<file path="src/xfpc_pkg.sv">
// ----------------------------------------------------------------------------
// xfpc_pkg
// Shared types and constants of the framed packet checker: beat structs,
// status codes, register map and default limits.
// ----------------------------------------------------------------------------
package xfpc_pkg;

    // default limit on frame size in bytes
    localparam int DEFAULT_MAX_FRAME_BYTES = 32;

    // frame layout constants
    localparam logic [7:0] MIN_FRAME_BYTES  = 8'd5;
    localparam logic [7:0] MIN_LENGTH_FIELD = 8'd2;
    localparam logic [7:0] LENGTH_OVERHEAD  = 8'd3;
    localparam logic [7:0] CMD_OVERHEAD     = 8'd2;
    localparam logic [7:0] MIN_THROTTLE_LEN = 8'd3;

    // byte positions inside a frame
    localparam logic [7:0] POS_HEAD    = 8'd0;
    localparam logic [7:0] POS_LENGTH  = 8'd1;
    localparam logic [7:0] POS_COMMAND = 8'd2;
    localparam logic [7:0] POS_PAYLOAD = 8'd3;
    localparam logic [7:0] POS_PAYLOAD_END = 8'd5;

    // register map
    localparam int APB_ADDR_W = 4;
    localparam int APB_DATA_W = 32;

    typedef enum logic [1:0] {
        REG_HEAD_BYTE     = 2'd0,
        REG_TAIL_BYTE     = 2'd1,
        REG_THROTTLE_CODE = 2'd2,
        REG_UNUSED        = 2'd3
    } reg_index_t;

    localparam logic [7:0] RESET_HEAD_BYTE     = 8'd170;
    localparam logic [7:0] RESET_TAIL_BYTE     = 8'd187;
    localparam logic [7:0] RESET_THROTTLE_CODE = 8'd17;

    // frame status codes
    typedef enum logic [2:0] {
        STATUS_OK         = 3'd0,
        STATUS_SHORT      = 3'd1,
        STATUS_BAD_EDGE   = 3'd2,
        STATUS_BAD_LENGTH = 3'd3,
        STATUS_BAD_XOR    = 3'd4,
        STATUS_OVERLONG   = 3'd5
    } frame_status_t;

    // configuration seen by the datapath
    typedef struct packed {
        logic [7:0] head_byte;
        logic [7:0] tail_byte;
        logic [7:0] throttle_code;
    } cfg_t;

    // one input beat
    typedef struct packed {
        logic [7:0] rx_byte;
        logic       end_of_packet;
    } in_beat_t;

    // one result beat
    typedef struct packed {
        logic [2:0] frame_status;
        logic [7:0] command;
        logic [7:0] payload_count;
        logic       throttle_valid;
        logic [7:0] steer_value;
        logic [7:0] thrust_value;
        logic [7:0] button_value;
    } result_t;

endpackage

</file>
<file path="src/xfpc_frame_track.sv">
// ----------------------------------------------------------------------------
// xfpc_frame_track
// Per-packet state (position, header fields, running xor, payload head) and
// the status decision made on the last byte of a packet.
// ----------------------------------------------------------------------------
module xfpc_frame_track
    import xfpc_pkg::*;
#(
    parameter int MAX_FRAME_BYTES = DEFAULT_MAX_FRAME_BYTES
) (
    input  logic     aclk,
    input  logic     aresetn,
    input  logic     step,
    input  in_beat_t beat,
    input  cfg_t     cfg,
    output result_t  result
);

    localparam logic [7:0] MaxIdx = 8'(MAX_FRAME_BYTES);

    logic [7:0] idx_reg,   idx_next;
    logic [7:0] first_reg, first_next;
    logic [7:0] len_reg,   len_next;
    logic [7:0] cmd_reg,   cmd_next;
    logic [7:0] xor_reg,   xor_next;
    logic [7:0] prev_reg,  prev_next;
    logic [7:0] ph_reg  [3];
    logic [7:0] ph_next [3];
    logic       over_reg,  over_next;

    logic          in_range;
    logic [7:0]    b;
    logic [7:0]    calc;
    logic [7:0]    plen;
    logic [1:0]    ph_sel;
    frame_status_t status;

    assign b        = beat.rx_byte;
    assign in_range = idx_reg < MaxIdx;
    assign ph_sel   = 2'(idx_reg - POS_PAYLOAD);

    // state update for this byte
    always_comb begin
        idx_next   = idx_reg;
        first_next = first_reg;
        len_next   = len_reg;
        cmd_next   = cmd_reg;
        xor_next   = xor_reg;
        prev_next  = prev_reg;
        ph_next    = ph_reg;
        over_next  = over_reg;
        if (!in_range) begin
            over_next = 1'b1;
        end else begin
            if (idx_reg == POS_HEAD) begin
                first_next = b;
            end else begin
                xor_next = xor_reg ^ b;
            end
            if (idx_reg == POS_LENGTH) begin
                len_next = b;
            end else if (idx_reg == POS_COMMAND) begin
                cmd_next = b;
            end else if (idx_reg >= POS_PAYLOAD && idx_reg <= POS_PAYLOAD_END) begin
                ph_next[ph_sel] = b;
            end
            if (!beat.end_of_packet) begin
                prev_next = b;
            end
            if (idx_reg != 8'hFF) begin
                idx_next = idx_reg + 8'd1;
            end
        end
    end

    // status decision, overlong first
    assign calc = xor_next ^ prev_next ^ b;
    assign plen = len_next - CMD_OVERHEAD;

    always_comb begin
        priority if (over_next) begin
            status = STATUS_OVERLONG;
        end else if (idx_next < MIN_FRAME_BYTES) begin
            status = STATUS_SHORT;
        end else if (first_next != cfg.head_byte || b != cfg.tail_byte) begin
            status = STATUS_BAD_EDGE;
        end else if (len_next < MIN_LENGTH_FIELD ||
                     (len_next + LENGTH_OVERHEAD) != idx_next) begin
            status = STATUS_BAD_LENGTH;
        end else if (calc != prev_next) begin
            status = STATUS_BAD_XOR;
        end else begin
            status = STATUS_OK;
        end
    end

    // result fields, zero where the frame failed
    always_comb begin
        result              = '0;
        result.frame_status = status;
        if (status == STATUS_OK) begin
            result.command       = cmd_next;
            result.payload_count = plen;
            if (cmd_next == cfg.throttle_code && plen >= MIN_THROTTLE_LEN) begin
                result.throttle_valid = 1'b1;
                result.steer_value    = ph_next[0];
                result.thrust_value   = ph_next[1];
                result.button_value   = ph_next[2];
            end
        end
    end

    // packet state, cleared after the last byte
    always_ff @(posedge aclk) begin
        if (!aresetn || (step && beat.end_of_packet)) begin
            idx_reg   <= '0;
            first_reg <= '0;
            len_reg   <= '0;
            cmd_reg   <= '0;
            xor_reg   <= '0;
            prev_reg  <= '0;
            ph_reg    <= '{default: '0};
            over_reg  <= 1'b0;
        end else if (step) begin
            idx_reg   <= idx_next;
            first_reg <= first_next;
            len_reg   <= len_next;
            cmd_reg   <= cmd_next;
            xor_reg   <= xor_next;
            prev_reg  <= prev_next;
            ph_reg    <= ph_next;
            over_reg  <= over_next;
        end
    end

endmodule

</file>
<file path="config.mk">
export PLATFORM = sky130hd
export DESIGN_NAME = xfpc_frame_track
export DESIGN_NICKNAME = d
export VERILOG_FILES = /design/src/xfpc_pkg.sv /design/src/xfpc_frame_track.sv
export SDC_FILE = /design/constraint.sdc
export NUM_CORES = 1
export LEC_CHECK = 0
export ABC_AREA = 0
export ABC_CLOCK_PERIOD_IN_PS = 13440
export BUFFER_PORTS_ARGS = -buffer_cell sky130_fd_sc_hd__buf_2
export CORE_ASPECT_RATIO = 0.6
export CORE_MARGIN = 2
export CORE_UTILIZATION = 40
export DETAILED_ROUTE_END_ITERATION = 10
export RECOVER_POWER = 100
export SETUP_SLACK_MARGIN = 0.3
export SYNTH_ARGS = -nofsm -noshare
export SYNTH_HDL_FRONTEND = slang
export SYNTH_SLANG_ARGS = --single-unit
</file>
<file path="constraint.sdc">
create_clock -name aclk -period 13.44 [get_ports aclk]
set_input_delay 1.344 -clock aclk [delete_from_list [all_inputs] [get_ports aclk]]
set_output_delay 1.344 -clock aclk [all_outputs]
set_load 0.1 [all_outputs]
</file>
==> run_results.csv <==
group,metric,value,unit
sta,final.period_utilization,60.4,%
cts,cts.path.max_buffers,2,
cts,cts_tree,"built",
critical_path,cp-start-kind,"flip-flop",
critical_path,crit_required,12.10,ns
floorplan,dieArea,13000,um^2
yosys,synth_flop_cell,"dfxtp_1",
outcome,violations,"max-capacitance violations, max-slew violations",
detailed_routing,drt-total-wl,14.5,mm
cts,clock_sinks,65,
pwr,p_per_area,96.8,nW/um^2
global_route,grt_overflow,0,
critical_path,end_kind,"output pin",
cts,cts_made_buffers,9,
yosys,yosys-mux-area-fraction,9.51,%
critical_path,critPathKind,"reg -> out",
yosys,synthTopCellsByArea,"dfxtp_1 (27%), mux2i_1 (9.5%), nand2_1 (7.1%)",
yosys,synth_edf_count,0,
sta,finalHoldViolations,0,
yosys,synthAdderAreaFrac,2.07,%
sta,setup_ws,5.32,ns
cells_and_area,layout_common_cells,"nand2_1 (90), nor2_1 (78), dfxtp_1 (65)",
critical_path,crit_slowest_cell,"a2111oi_0",
floorplan,fp-row-count,31,
cts,post_cts_buffers,0,
place,place.gp.congestion,0.858,
cells_and_area,syn_to_final_growth,12.8,%
outcome,status,"complete, but fails checks",
sta,slew_headroom,-100,%
yosys,synthesis.area,4840,um^2
pwr,irDropWorstVdd,0.0557,mV
run,drv_cap,1,
floorplan,die_w,146,um
cells_and_area,diodes,0,
cells_and_area,fillCellCount,1277,
sta,drv_slew,64,
yosys,yosys_warnings,0,
cells_and_area,layout_commonest_cell,"nand2_1",
critical_path,r2r_slack,10.20,ns
floorplan,start_util,40.5,%
cts,clk_pin_slew,0.05,ns
detailed_routing,ant_nets,0,
place,port_buffers,78,
yosys,synth_top_family_by_area,"simple AND/OR/NAND/NOR gates",
yosys,synth_nets,678,
sta,finalSetupViolCount,0,
critical_path,cp_max_fo,40,
floorplan,core,11900,um^2
yosys,ys_seq_area_share,26.9,%
yosys,yosysTopAreaCell,"dfxtp_1",
sta,rsz0062_at_grt,"false",
yosys,synthDominantCellAreaShare,26.9,%
global_route,antenna_found_initial,0,
yosys,synth_compound_area_share,13.9,%
yosys,avgSynthCellArea,7.63,um^2
detailed_routing,first_iter_violations,326,
sta,max_freq,123,MHz
detailed_routing,avgViaCountPerCell,5.40,
cts,cts_hold_buffers,0,
cts,post_cts_resize_count,0,
cells_and_area,largest_reg_flops,24,
yosys,synthSimpleGateAreaFrac,30.5,%
hold_path,hp-class,"reg -> reg",
yosys,synthArstFlopShare,0,%
critical_path,cpPeakStageDelay,0.94,ns
cells_and_area,nNetsFinal,722,
detailed_routing,dr_total_vias,4583,
cells_and_area,drive_gt1_share,13.9,%
floorplan,die_y,89.2,um
detailed_routing,wire_per_inst,17.1,um
place,dp_hpwl,10.0,mm
global_route,first_global_vias,4243,
sta,finalSetupTns,0,ns
yosys,synth_xor_area_share,10.7,%
critical_path,crit_arrival,6.77,ns
yosys,synthCells,634,
cts,cts_root_buf,"clkbuf_16",
critical_path,cp_cell_sequence,"inv_1 -> ha_1 -> or3b_2 -> nor2_1 -> mux2i_1 -> ha_1 -> a22oi_1 -> o21a_1 -> nor3_1 -> or3_1 -> a2111oi_0 -> nand4_2 -> buf_4 -> nor3_2 -> clkbuf_1",
critical_path,crit_path_frequent_cell,"ha_1",
pwr,total_leakage_power,2.02,nW
yosys,ys_types,63,
global_route,grt_start_max_net_pins,64,
detailed_routing,drc,0,
global_route,grt_usage,23.1,%
sta,clock_skew,0.00772,ns
yosys,synth-seq-cells,65,
detailed_routing,first_pass_iters,5,
floorplan,pin_count,80,
sta,period_minus_slack,8.12,ns
global_route,grt_pass1_wl,23.5,mm
cells_and_area,final_util,45.7,%
place,post-place-ws,7.03,ns
cts,h-tree-depth,3,
sta,worst_pin_slew,3.01,ns
cts,clkLatencyLatePin,0.34,ns
critical_path,crit_family,"simple AND/OR/NAND/NOR gates",
critical_path,critPathBufInv,3,
-- kinds of logic (layout without fill, tap and decap cells) --
group                      Yosys count  in the layout
muxes                               46             46
other                                1              1
and+or+nand+nor                    279            279
DFF                                 65             65
adders and majority gates            8              8
xor gates and xnor gates            59             59
buffers and inverters               70            119
AOI/OAI and AO/OA                  106            106
-- final cells by class --
| cell class | count | area [um^2] | area share, % |
|---|---|---|---|
| clock buffers | 10 | 229 | 4.19 |
| clock inverters | 6 | 58.8 | 1.08 |
| inverters | 20 | 75.1 | 1.37 |
| multi-input cells | 499 | 3220 | 58.9 |
| flip-flops and latches | 65 | 1300 | 23.8 |
| well taps | 165 | 206 | 3.78 |
| repair buffers | 83 | 372 | 6.81 |
-- worst reg2reg max path, stage by stage, from the launching register on --
cell and delay (ns):
dfxtp_1 0.44, or4_1 0.78, a2111oi_0 0.79, nand3_1 0.62, mux2i_1 0.31, nor2_1 0.06
-- through the flow --
step	hold slack (ns)	std cells	instance area, um^2	total power [mW]
after floorplan	0.431	634	4840	0.275
after global placement	0.439	832	5240	0.299
after detailed placement	0.448	832	5240	0.301
after CTS	0.455	848	5530	0.534
after global routing	0.474	848	5460	0.552
final	0.455	848	5460	0.529
-- routing by layer --
metal	track usage, %	part of all wire [%]	up-vias
li1	-	-	2274
met1	34.1	51	2179
met2	34.9	43	122
met3	5.00	5.9	8
met4	4.77	0.59	0
met5	0	0	-
-- cell usage after synthesis (2+ instances only) --
cell type / n
nand2_1: 91
nor2_1: 77
dfxtp_1: 65
a21oi_1: 53
mux2i_1: 46
xnor2_1: 37
clkbuf_1: 34
nor3_2: 25
xor2_1: 22
inv_1: 19
nand3_1: 16
nor3_1: 16
nor4_1: 10
ha_1: 8
a211oi_1: 7
buf_2: 7
and3_1: 6
nand4_1: 6
o21ai_0: 6
o22ai_1: 6
nor2b_1: 5
or3_1: 5
a2111oi_0: 4
buf_6: 4
a22oi_1: 3
buf_1: 3
nand2b_1: 3
o2111ai_1: 3
a211oi_2: 2
a21o_1: 2
a31oi_1: 2
buf_4: 2
nor3b_1: 2
nor4_2: 2
nor4b_4: 2
o211ai_1: 2
o21a_1: 2
o21ai_1: 2
o31ai_1: 2
or4_1: 2
-- worst paths after layout --
| check | startpoint | endpoint | cells past startpoint |
|---|---|---|---|
| worst max-delay path | idx_reg[1] | result[1] | 15 |
| worst max register to register | idx_reg[4] | ph_reg[17] | 5 |
| worst min-delay path | cmd_reg[2] | cmd_reg[2] | 2 |
| worst min register to register | cmd_reg[2] | cmd_reg[2] | 2 |
-- power breakdown --
| part | leakage [nW] | total [mW] | internal, mW | switching [mW] |
|---|---|---|---|---|
| registers | 0.526 | 0.201 | 0.197 | 0.00450 |
| clock network | 0.146 | 0.232 | 0.143 | 0.0893 |
| logic | 1.34 | 0.0958 | 0.0360 | 0.0598 |
Note: power is estimated with default switching activity, not from simulation.
